File: config.mk
export PLATFORM = sky130hd
export DESIGN_NAME = first_fit_segment_allocator
export DESIGN_NICKNAME = d
export VERILOG_FILES = /design/src/rtl/ffsa_pkg.sv /design/src/rtl/ffsa_cell.sv /design/src/rtl/ffsa_head.sv /design/src/rtl/first_fit_segment_allocator.sv
export SDC_FILE = /design/constraint.sdc
export NUM_CORES = 2
export LEC_CHECK = 0
export BUFFER_PORTS_ARGS = -buffer_cell sky130_fd_sc_hd__buf_2
export CORE_ASPECT_RATIO = 2
export CORE_MARGIN = 4
export CORE_UTILIZATION = 35
export DETAILED_ROUTE_END_ITERATION = 7
export SLEW_MARGIN = 40
export SYNTH_ARGS = -nofsm -noshare
export SYNTH_HDL_FRONTEND = slang
export SYNTH_HIERARCHICAL = 1
export SYNTH_SLANG_ARGS = --single-unit
File: constraint.sdc
create_clock -name clk -period 7 [get_ports clk]
set_input_delay 2.1 -clock clk [delete_from_list [all_inputs] [get_ports clk]]
set_output_delay 2.1 -clock clk [all_outputs]
set_load 0.01 [all_outputs]
File: src/rtl/ffsa_pkg.sv
// Shared types and constants for the first-fit segment allocator.
// Used by every module in rtl/; has no dependencies.
package ffsa_pkg;

  localparam int MAX_SEGMENTS = 64;
  localparam int SIZE_BITS    = 32;
  localparam int IDX_W        = $clog2(MAX_SEGMENTS);
  localparam int CNT_W        = $clog2(MAX_SEGMENTS + 1);

  localparam logic [SIZE_BITS-1:0] CAP_RESET = '1;

  typedef enum logic {
    CMD_ALLOC = 1'b0,
    CMD_FREE  = 1'b1
  } cmd_t;

  typedef enum logic [1:0] {
    STS_OK         = 2'd0,
    STS_NO_SPACE   = 2'd1,
    STS_TABLE_FULL = 2'd2,
    STS_NOT_FOUND  = 2'd3
  } status_t;

  typedef enum logic [2:0] {
    ST_IDLE,
    ST_SEEK,
    ST_PASS,
    ST_PUSH,
    ST_FLUSH,
    ST_DONE
  } state_t;

  // One table slot; an invalid slot is a hole and is skipped by every walk
  typedef struct packed {
    logic                 valid;
    logic                 first;
    logic                 owned;
    logic [SIZE_BITS-1:0] size;
  } seg_entry_t;

  // Ring control from the head unit to every cell
  typedef struct packed {
    logic shift;
    logic init;
  } ring_ctl_t;

endpackage

File: src/rtl/ffsa_cell.sv
// One slot of the segment ring: holds an entry and takes its neighbor's on shift.
// Depends on ffsa_pkg.
module ffsa_cell import ffsa_pkg::*; (
  input  logic       clk,
  input  logic       rst,
  input  ring_ctl_t  ctl,
  input  seg_entry_t init_entry,
  input  seg_entry_t shift_in,
  output seg_entry_t entry
);

  // Load the initial table on reset or capacity write, else advance the ring
  always_ff @(posedge clk) begin
    if (rst || ctl.init) begin
      entry <= init_entry;
    end else if (ctl.shift) begin
      entry <= shift_in;
    end
  end

endmodule

File: src/rtl/ffsa_head.sv
// Head unit of the segment ring: command sequencer, walk logic, split carry,
// coalescing and result register. Depends on ffsa_pkg.
module ffsa_head import ffsa_pkg::*; (
  input  logic                 clk,
  input  logic                 rst,
  input  logic                 in_valid,
  output logic                 in_ready,
  input  logic                 in_command,
  input  logic [SIZE_BITS-1:0] in_request_size,
  input  logic [SIZE_BITS-1:0] in_release_offset,
  output logic                 out_valid,
  input  logic                 out_ready,
  output logic [1:0]           out_status,
  output logic [SIZE_BITS-1:0] out_granted_offset,
  output logic [SIZE_BITS-1:0] out_bytes_in_use,
  input  logic                 cfg_wr_en,
  input  logic [SIZE_BITS-1:0] cfg_wr_data,
  input  seg_entry_t           head_in,
  output seg_entry_t           head_out,
  output ring_ctl_t            ring_ctl
);

  state_t               state, state_next;
  cmd_t                 cmd, cmd_next;
  logic [SIZE_BITS-1:0] req, req_next;
  logic [SIZE_BITS-1:0] off, off_next;
  logic [SIZE_BITS-1:0] cap;
  logic [SIZE_BITS-1:0] owned_total, owned_total_next;
  logic [CNT_W-1:0]     seg_count, seg_count_next;
  logic [IDX_W-1:0]     idx, idx_next;
  logic [SIZE_BITS-1:0] run, run_next;
  logic                 hit, hit_next;
  seg_entry_t           carry, carry_next;
  seg_entry_t           pend, pend_next;
  status_t              sts, sts_next;
  logic [SIZE_BITS-1:0] granted, granted_next;
  logic [SIZE_BITS-1:0] left;
  logic                 last;
  logic                 take_result;
  seg_entry_t           rel;

  assign in_ready    = (state == ST_IDLE);
  assign left        = (cap >= owned_total) ? (cap - owned_total) : '0;
  assign last        = (idx == IDX_W'(MAX_SEGMENTS - 1));
  assign take_result = (state == ST_DONE) && (!out_valid || out_ready);

  // Sequencer state and working registers
  always_ff @(posedge clk) begin
    if (rst || cfg_wr_en) begin
      state       <= ST_IDLE;
      owned_total <= '0;
      seg_count   <= CNT_W'(1);
      hit         <= 1'b0;
      carry       <= '0;
      pend        <= '0;
    end else begin
      state       <= state_next;
      owned_total <= owned_total_next;
      seg_count   <= seg_count_next;
      hit         <= hit_next;
      carry       <= carry_next;
      pend        <= pend_next;
    end
    cmd     <= cmd_next;
    req     <= req_next;
    off     <= off_next;
    idx     <= idx_next;
    run     <= run_next;
    sts     <= sts_next;
    granted <= granted_next;
  end

  // Hold the heap capacity
  always_ff @(posedge clk) begin
    if (rst) begin
      cap <= CAP_RESET;
    end else if (cfg_wr_en) begin
      cap <= cfg_wr_data;
    end
  end

  // Result register, parted from the command side
  always_ff @(posedge clk) begin
    if (rst || cfg_wr_en) begin
      out_valid <= 1'b0;
    end else if (take_result) begin
      out_valid <= 1'b1;
    end else if (out_ready) begin
      out_valid <= 1'b0;
    end
    if (take_result) begin
      out_status         <= sts;
      out_granted_offset <= granted;
      out_bytes_in_use   <= owned_total;
    end
  end

  // Walk the ring one entry per cycle
  always_comb begin
    state_next       = state;
    cmd_next         = cmd;
    req_next         = req;
    off_next         = off;
    owned_total_next = owned_total;
    seg_count_next   = seg_count;
    idx_next         = idx;
    run_next         = run;
    hit_next         = hit;
    carry_next       = carry;
    pend_next        = pend;
    sts_next         = sts;
    granted_next     = granted;
    head_out         = head_in;
    ring_ctl.shift   = 1'b0;
    ring_ctl.init    = cfg_wr_en;
    rel              = head_in;

    case (state)
      ST_IDLE: begin
        if (in_valid) begin
          cmd_next     = cmd_t'(in_command);
          req_next     = in_request_size;
          off_next     = in_release_offset;
          idx_next     = '0;
          run_next     = '0;
          hit_next     = 1'b0;
          carry_next   = '0;
          pend_next    = '0;
          granted_next = '1;
          if (cmd_t'(in_command) == CMD_ALLOC) begin
            sts_next = STS_NO_SPACE;
            if (in_request_size == '0 || in_request_size > left) begin
              state_next = ST_DONE;
            end else begin
              state_next = ST_SEEK;
            end
          end else begin
            sts_next   = STS_NOT_FOUND;
            state_next = ST_SEEK;
          end
        end
      end

      // Rotate until the table head sits at the ring head
      ST_SEEK: begin
        if (head_in.first) begin
          state_next = ST_PASS;
        end else begin
          ring_ctl.shift = 1'b1;
        end
      end

      ST_PASS: begin
        ring_ctl.shift = 1'b1;
        idx_next       = idx + IDX_W'(1);
        if (cmd == CMD_ALLOC) begin
          if (carry.valid) begin
            // Push entries one slot back until a hole absorbs the carry
            head_out   = carry;
            carry_next = head_in.valid ? head_in : '0;
          end else if (!hit && head_in.valid && !head_in.owned && head_in.size >= req) begin
            hit_next = 1'b1;
            if (head_in.size == req) begin
              head_out.owned   = 1'b1;
              owned_total_next = owned_total + req;
              sts_next         = STS_OK;
              granted_next     = run;
            end else if (seg_count == CNT_W'(MAX_SEGMENTS)) begin
              sts_next = STS_TABLE_FULL;
            end else begin
              head_out.owned   = 1'b1;
              head_out.size    = req;
              carry_next       = '{valid: 1'b1, first: 1'b0, owned: 1'b0,
                                   size: head_in.size - req};
              seg_count_next   = seg_count + CNT_W'(1);
              owned_total_next = owned_total + req;
              sts_next         = STS_OK;
              granted_next     = run;
            end
          end else if (!hit && head_in.valid) begin
            run_next = run + head_in.size;
          end
          if (last) begin
            state_next = carry_next.valid ? ST_PUSH : ST_DONE;
          end
        end else begin
          // Release the segment at the offset, then merge with the pending one
          if (!hit && head_in.valid) begin
            if (run == off) begin
              hit_next = 1'b1;
              if (head_in.owned) begin
                rel.owned        = 1'b0;
                owned_total_next = owned_total - head_in.size;
                sts_next         = STS_OK;
              end
            end else begin
              run_next = run + head_in.size;
            end
          end
          if (rel.valid) begin
            if (pend.valid && !pend.owned && !rel.owned) begin
              pend_next.size = pend.size + rel.size;
              head_out       = '0;
              seg_count_next = seg_count - CNT_W'(1);
            end else begin
              head_out  = pend;
              pend_next = rel;
            end
          end else begin
            head_out = '0;
          end
          if (last) begin
            state_next = ST_FLUSH;
          end
        end
      end

      // Carry wraps past the end of the table until a hole takes it
      ST_PUSH: begin
        ring_ctl.shift = 1'b1;
        head_out       = carry;
        carry_next     = head_in.valid ? head_in : '0;
        if (!head_in.valid) begin
          state_next = ST_DONE;
        end
      end

      // Drop the leading hole left by the merge pass and write the last entry
      ST_FLUSH: begin
        ring_ctl.shift = 1'b1;
        head_out       = pend;
        pend_next      = '0;
        state_next     = ST_DONE;
      end

      ST_DONE: begin
        if (take_result) begin
          state_next = ST_IDLE;
        end
      end

      default: begin
        state_next = ST_IDLE;
      end
    endcase
  end

  a_flush_hole: assert property (@(posedge clk) disable iff (rst)
    state == ST_FLUSH |-> !head_in.valid)
    else $error("merge pass did not leave a hole at the ring head");

  a_count_range: assert property (@(posedge clk) disable iff (rst)
    seg_count != '0 && seg_count <= CNT_W'(MAX_SEGMENTS))
    else $error("segment count out of range");

  a_push_carry: assert property (@(posedge clk) disable iff (rst)
    state == ST_PUSH |-> carry.valid)
    else $error("push state without a carried entry");

  a_accept_busy: assert property (@(posedge clk) disable iff (rst || cfg_wr_en)
    in_valid && in_ready |=> state != ST_IDLE)
    else $error("accepted request did not start");

endmodule

File: src/rtl/first_fit_segment_allocator.sv
// Top level of the first-fit segment allocator: ring of segment cells plus head unit.
// Depends on ffsa_pkg, ffsa_cell and ffsa_head.
//
// Usage:
//   Requests enter on s_axis (tuser = command, tdata = request_size and
//   release_offset), one result per request leaves on m_axis (tuser = status,
//   tdata = granted_offset and bytes_in_use). cfg_wr_en/cfg_wr_data write the
//   heap capacity and reinitialize the table to one free segment; write it
//   only while no request is in flight.
//   The segment table lives in a ring of MAX_SEGMENTS cells that rotates one
//   slot per cycle through the head unit while a request is in progress. A
//   request first rotates the ring until the table head is at the ring head,
//   then walks every slot once. A split that pushes entries past the end of
//   the ring wraps on until a hole takes the carry; a free ends with a flush
//   step. An allocate rejected for size goes straight to its result without
//   a walk. Requests are handled one at a time.
//   A new request is taken while the previous result still waits on m_axis;
//   a stalled receiver only holds the finished request in its last state.
//   Reset sets the capacity to all ones and the table to one free segment.
module first_fit_segment_allocator import ffsa_pkg::*; (
  input  logic                   clk,
  input  logic                   rst,
  input  logic                   s_axis_tvalid,
  output logic                   s_axis_tready,
  input  logic [2*SIZE_BITS-1:0] s_axis_tdata,  // request_size, release_offset
  input  logic                   s_axis_tuser,  // command
  output logic                   m_axis_tvalid,
  input  logic                   m_axis_tready,
  output logic [2*SIZE_BITS-1:0] m_axis_tdata,  // granted_offset, bytes_in_use
  output logic [1:0]             m_axis_tuser,  // status
  input  logic                   cfg_wr_en,
  input  logic [SIZE_BITS-1:0]   cfg_wr_data
);

  seg_entry_t cell_q [MAX_SEGMENTS];
  seg_entry_t head_out;
  seg_entry_t init0;
  ring_ctl_t  ring_ctl;

  // Table head after reset or capacity write
  assign init0 = '{valid: 1'b1, first: 1'b1, owned: 1'b0,
                   size: rst ? CAP_RESET : cfg_wr_data};

  // Build the ring: each cell takes its right neighbor, the last one the head output
  for (genvar i = 0; i < MAX_SEGMENTS; i++) begin : g_cell
    if (i == MAX_SEGMENTS - 1) begin : g_tail
      ffsa_cell u_cell (
        .clk       (clk),
        .rst       (rst),
        .ctl       (ring_ctl),
        .init_entry((i == 0) ? init0 : seg_entry_t'('0)),
        .shift_in  (head_out),
        .entry     (cell_q[i])
      );
    end else begin : g_body
      ffsa_cell u_cell (
        .clk       (clk),
        .rst       (rst),
        .ctl       (ring_ctl),
        .init_entry((i == 0) ? init0 : seg_entry_t'('0)),
        .shift_in  (cell_q[i+1]),
        .entry     (cell_q[i])
      );
    end
  end

  ffsa_head u_head (
    .clk               (clk),
    .rst               (rst),
    .in_valid          (s_axis_tvalid),
    .in_ready          (s_axis_tready),
    .in_command        (s_axis_tuser),
    .in_request_size   (s_axis_tdata[SIZE_BITS-1:0]),
    .in_release_offset (s_axis_tdata[2*SIZE_BITS-1:SIZE_BITS]),
    .out_valid         (m_axis_tvalid),
    .out_ready         (m_axis_tready),
    .out_status        (m_axis_tuser),
    .out_granted_offset(m_axis_tdata[SIZE_BITS-1:0]),
    .out_bytes_in_use  (m_axis_tdata[2*SIZE_BITS-1:SIZE_BITS]),
    .cfg_wr_en         (cfg_wr_en),
    .cfg_wr_data       (cfg_wr_data),
    .head_in           (cell_q[0]),
    .head_out          (head_out),
    .ring_ctl          (ring_ctl)
  );

endmodule

=== After elaboration in Yosys (flattened, before gate mapping) ===
Index checks and enable logic that the tools add are counted.

* $add $sub $neg: 9
* Multipliers: 0
* Div/mod/pow operators: 0
* Order comparisons: 3
* Equal/unequal tests: 41
* Shift operators: 0
* Muxes and demuxes: 98
* Bitwise logic cells: 0
* Reductions and logical operators: 36

{| class="wikitable"
|+ Operators with widths
! cell !! count
|-
| 2-to-1 mux 32 bit || 27
|-
| 2-to-1 mux 35 bit || 14
|-
| case mux 35 bit (3 select lines) || 3
|-
| case mux 32 bit (2 select lines) || 2
|-
| 2-to-1 mux 33 bit || 3
|-
| adder 32 bit || 3
|-
| subtractor 32 bit || 3
|-
| equality test 32 bit || 2
|-
| >= comparator 32 bit || 2
|-
| 2-to-1 mux 7 bit || 7
|-
| 2-to-1 mux 3 bit || 11
|-
| > comparator 32 bit || 1
|-
| zero test 32 bit || 1
|-
| AND reduction 7 bit || 4
|-
| != test 2 bit, second input constant || 12
|-
| 2-to-1 mux 2 bit || 11
|-
| case mux 3 bit (6 select lines) || 1
|-
| AND reduction 6 bit || 3
|-
| != test 3 x 2 -> 1 bit, second input constant || 5
|-
| 2-to-1 mux 1 bit || 14
|-
| != test 2 x 1 -> 1 bit, second input constant || 7
|-
| != test 3 x 1 -> 1 bit, second input constant || 4
|-
| != test 3 bit, second input constant || 4
|-
| case mux 6 bit (2 select lines) || 1
|-
| 22 further kinds || 42
|}

* Register bits: 2,589
* Bits in latches: 0
* Bits in writable memories: 0
* Bits in read-only memories: 0
* Input bits: 102
* Output and inout bits: 68
* Logic and storage cells: 467
* Memories kept: 0

=== Logic depth before layout (Yosys ltp) ===
* Depth in word-level cells: 12
* Depth in mapped cells: 26
* Depth with buffers taken out: 25

=== By module ===
Netlist, hierarchy kept.

{| class="wikitable"
|+ By module, submodules not included
! module !! instances !! cells each !! area each (um^2) !! seq. area each (um^2)
|-
| ffsa_cell || 64 || 75 || 1,501.4 || 1,051.0
|-
| ffsa_head || 1 || 2,820 || 24,410.9 || 9,018.6
|-
| first_fit_segment_allocator || 1 || 37 || 241.5 || 0.0
|}

=== Worst setup path before layout ===
No wires, ideal clock.

* Path type: input -> register
* From: input m_axis_tready
* To: register u_head.out_bytes_in_use[0], enable pin
* Arrival: 4.927 ns
* Slack: 1.583 ns
* Stages on the path: 2
* Cell sequence: nor2b_1 -> nor2_1

* Longest elaborated chain between the ends: 2

{| class="wikitable"
|+ Ends and longest elaborated chain
! item !! line !! RTL
|-
| start, declared || first_fit_segment_allocator.sv:28 || <nowiki>input logic m_axis_tready,</nowiki>
|-
| logical OR 1 bit || ffsa_head.sv:45 || <nowiki>assign take_result = (state == ST_DONE) && (!out_valid || out_ready);</nowiki>
|-
| logical AND 1 bit || ffsa_head.sv:45 ||
|-
| net u_head.take_result || ffsa_head.sv:39 || <nowiki>logic take_result;</nowiki>
|-
| end signal, assigned || ffsa_head.sv:94 || <nowiki>out_bytes_in_use <= owned_total;</nowiki>
|-
| end, declared || ffsa_head.sv:15 || <nowiki>output logic [SIZE_BITS-1:0] out_bytes_in_use,</nowiki>
|}

The timed path passes the listed nets, and every way through them passes these cells.
A chain may end at the register's enable or synchronous reset.

=== Worst setup path after layout ===
* From: register u_head.owned_total[0]
* To: register u_head.state[2]

* Longest elaborated chain between the ends: 8
* Elaborated cells between the ends (all ways): 9

{| class="wikitable"
|+ Ends and longest elaborated chain
! item !! line !! RTL
|-
| start, declared || ffsa_head.sv:28 || <nowiki>logic [SIZE_BITS-1:0] owned_total, owned_total_next;</nowiki>
|-
| start signal, assigned || ffsa_head.sv:58 || <nowiki>owned_total <= owned_total_next;</nowiki>
|-
| subtractor 32 bit / >= comparator 32 bit (equally long branches) || ffsa_head.sv:43 || <nowiki>assign left = (cap >= owned_total) ? (cap - owned_total) : '0;</nowiki>
|-
| 2-to-1 mux 32 bit (*) || ffsa_head.sv:43 ||
|-
| > comparator 32 bit (*) || ffsa_head.sv:132 || <nowiki>if (in_request_size == '0 || in_request_size > left) begin</nowiki>
|-
| logical OR 1 bit (*) || ffsa_head.sv:132 ||
|-
| 2-to-1 mux 3 bit (*) || ffsa_head.sv:132 ||
|-
| 2-to-1 mux 3 bit (*) || ffsa_head.sv:130 || <nowiki>if (cmd_t'(in_command) == CMD_ALLOC) begin</nowiki>
|-
| 2-to-1 mux 3 bit (*) || ffsa_head.sv:120 || <nowiki>if (in_valid) begin</nowiki>
|-
| case mux 3 bit (6 select lines) (*) || ffsa_head.sv:118 || <nowiki>case (state)</nowiki>
|-
| end signal, assigned || ffsa_head.sv:57 || <nowiki>state <= state_next;</nowiki>
|-
| end, declared || ffsa_head.sv:23 || <nowiki>state_t state, state_next;</nowiki>
|}

Every way passes the cells marked *; elsewhere a longest branch is shown, timed or not. The select of a mux whose other input is x is not followed.

==> results.yml <==
worst_setup_path:
  slowest_stage: "a31oi_1"
  path_max_fanout: 5
  setup.worst_path.end_class: "flip-flop"
  critPathBufInv: 3
  path_delay_family: "compound AO/OA/AOI/OAI gates"
  r2r-end: "u_head/state[2]"
  cp_common_cell: "a21oi_1"
  crit_type: "reg -> reg"
  regToRegStartpoint: "u_head/owned_total[0]"
  critPathRequiredTime_ps: 7730
  reg2reg_depth: 25
  arrival_ps: 6740
  start_kind: "flip-flop"
  ff2ff_setup_slack_ps: 990
  critPathMaxStageDelay_ps: 510
detailed_routing:
  detail_route.wl_per_cell_microns: 18.3
  drt_first_iter_violations: 3507
  wl_met3_mm: 7.92
  antenna_left: 0
  met2_length_mm: 157
  wl_mm: 273
  routed-via-count: 67700
  wl_met1_mm: 89.1
  vias_per_cell: 4.52
  dr.pass1.iters: 8
  drcViolationCount: 1
  top_layer_used: "met4"
pwr:
  ir_drop_mv: 0.210
  p_switching_mw: 8.62
  power_density_nw_per_um2: 257
  p_leak_nw: 53.9
  p_int_mw: 28.0
  p_comb_share_pct: 10.5
  swShare_pct: 23.5
  p_clk_share_pct: 36.5
  sequentialPowerShare_pct: 53.0
worst_hold_path:
  min-delay-start: "u_head/granted[4]"
  whs_path_depth: 0
  hp-class: "reg -> reg"
  min_to: "u_head/out_granted_offset[4]"
timing:
  relSlewSlack_pct: 41.1
  setup_viol_count_final: 0
  fin_setup_tns_ps: 0
  worst_slew_pin_slew_ps: 883
  hold_viol: 0
  fin_crit_sh_pct: 85.8
  slew_viol_final: 0
  max_clock_freq_ghz: 0.166
  finClkSkew_ps: 59.2
  rsz0062_at_grt: "no"
  min_period_ps: 6010
clock_network:
  clkTransAtPathRegs_ps: 70
  clockBufferDepth: 4
  root_buffer: "clkbuf_16"
  clock-sinks: 2589
  cts_tree: "yes"
  cts_htree_levels: 4
  cts_resized: 0
  cts_buffers: 244
  clk_latency_ps: 910
  cts_setup_buffers: 0
  cts_hold_buf: 0
global_routing:
  grt-ovfl-total: 0
  antenna_found_initial: 17
  grt_max_degree: 78
  grt_pass1_vias: 72600
  grt_first_pass_wirelength_mm: 423
  grt.total_usage_pct: 15.2
status:
  outcome: "complete, but fails checks"
  violations: "DRC"
cells_and_area:
  fin_nets: 10500
  drive_gt1_share_pct: 28.5
  area_growth_pct: 18.3
  final_common_cell: "edfxtp_1"
  final_cell_mix: "edfxtp_1 (2443), conb_1 (2208), mux2_2 (2115), a21oi_1 (343), nor2_1 (296)"
  post-route-util_pct: 41.6
floorplan:
  die-height_microns: 839
  die_area_sq_um: 355000
  die_width_microns: 423
  core_area_sq_um: 343000
  num_rows: 304
  start_util_pct: 35.2
  io_pins: 170
placed_design:
  gp_congestion: 0.924
  io_buffer_count: 169
  dp_hpwl_mm: 200
synth:
  avgSynthCellArea_sq_um: 15.8
  seq_area_frac_synth_pct: 63.2
  synth-main-ff-cell: "edfxtp_1"
  yosysUniqueCellTypes: 87
  synth-seq-cells: 2589
  synthArstFlopShare_pct: 0
  syn-instance-count: 7657
  synth_edf_count: 2443
  netlist_area_sq_um: 121000
  yosysWarningCount: 6
job:
  drv_cap: 0
[power by group through the flow]
stage	Clock (mW)	Sequential (mW)	Combinational [mW]
after floorplan	0	19.4	2.91
after global placement	0	19.7	3.70
after detailed placement	0	19.7	3.84
after CTS	13.9	19.5	3.89
after global routing	14.5	19.6	4.27
final	13.4	19.4	3.86
[registers in the layout (all words and copies together), names as in the netlist, 2 cells and up]
signal / cells
u_head/pend: 35
u_head/carry: 35
u_head/out_granted_offset: 32
u_head/cap: 32
u_head/run: 32
u_head/out_status: 2
u_head/seg_count: 7
u_head/idx: 6
u_head/out_bytes_in_use: 32
g_cell.g_tail.u_cell/entry: 35
u_head/owned_total: 32
u_head/granted: 32
u_head/state: 3
g_cell.g_body.u_cell/entry: 2205
u_head/sts: 2
u_head/off: 32
u_head/req: 32
[routing by layer]
metal	GRT usage, %	vias up
met2	30.9	1241
met3	1.80	579
met1	14.0	33500
met4	9.45	0
li1	-	32400
met5	0	-
[per-stage QoR]
step                      setup slack, ps  area [sq um]  hold WS [ps]  std cells  total power, mW
after CTS                             831        143000           391      14900             37.3
after detailed placement              938        135000           407      14500             23.6
final                                 992        143000           396      15000             36.7
after global routing                  539        143000           404      15000             38.3
after floorplan                      1580        129000           400       9863             22.3
after global placement                520        134000           409      14400             23.4
[kinds of logic (layout without fill, tap and decap cells)]
logic type	after synthesis	count (layout)	synth area share, %
flip-flops	2589	2589	63.2
XOR/XNOR	184	184	1.34
AO/OA/AOI/OAI	891	891	4.57
other	2	2231	0.00622
multiplexers	2299	2299	21.4
adder cells (fa/ha/maj)	202	202	2.13
buffers and inverters	451	942	2.90
AND/OR/NAND/NOR	1039	1039	4.49
[synthesized netlist by cell type (51+ instances only)]
| cell | instances | area (sq um) |
|---|---|---|
| nand2_1 | 244 | 916 |
| nand3_1 | 51 | 255 |
| inv_1 | 128 | 480 |
| mux2i_1 | 56 | 561 |
| nor3_1 | 56 | 280 |
| dfxtp_1 | 146 | 2920 |
| xnor2_1 | 137 | 1200 |
| mux2_1 | 128 | 1440 |
| edfxtp_1 | 2443 | 73400 |
| nor2_4 | 64 | 721 |
| clkbuf_1 | 104 | 390 |
| ha_1 | 196 | 2450 |
| nor2_1 | 302 | 1130 |
| mux2_2 | 2115 | 23800 |
| o21ai_0 | 187 | 936 |
| a21oi_1 | 347 | 1740 |
| a21o_1 | 82 | 616 |
| or3_1 | 107 | 669 |
| buf_6 | 69 | 777 |
| clkbuf_8 | 128 | 1760 |
[area by class of cell]
cell class                      count  area [sq um]
Fill cell                       31800        200000
Sequential cell                  2589         76300
Multi-Input combinational cell   6823         49400
Clock buffer                      304          6490
Timing Repair Buffer              369          3010
Tap cell                         4590          5740
Clock inverter                    140          1440
Antenna cell                       23          57.6
Inverter                          129           484
[worst max path at each step]
stage          slack (ps)                          to  cells after the start             startpoint
2_1_floorplan        1580  u_head/out_bytes_in_use[0]                      2          m_axis_tready
3_3_place_gp          520             u_head/state[2]                     26          u_head/cap[0]
3_5_place_dp          940             u_head/state[2]                     25  u_head/owned_total[0]
4_1_cts               830             u_head/state[2]                     25  u_head/owned_total[0]
5_1_grt               540             u_head/state[2]                     25  u_head/owned_total[0]
6_report              990             u_head/state[2]                     25  u_head/owned_total[0]
No activity file was read; power rests on OpenSTA's default activity.
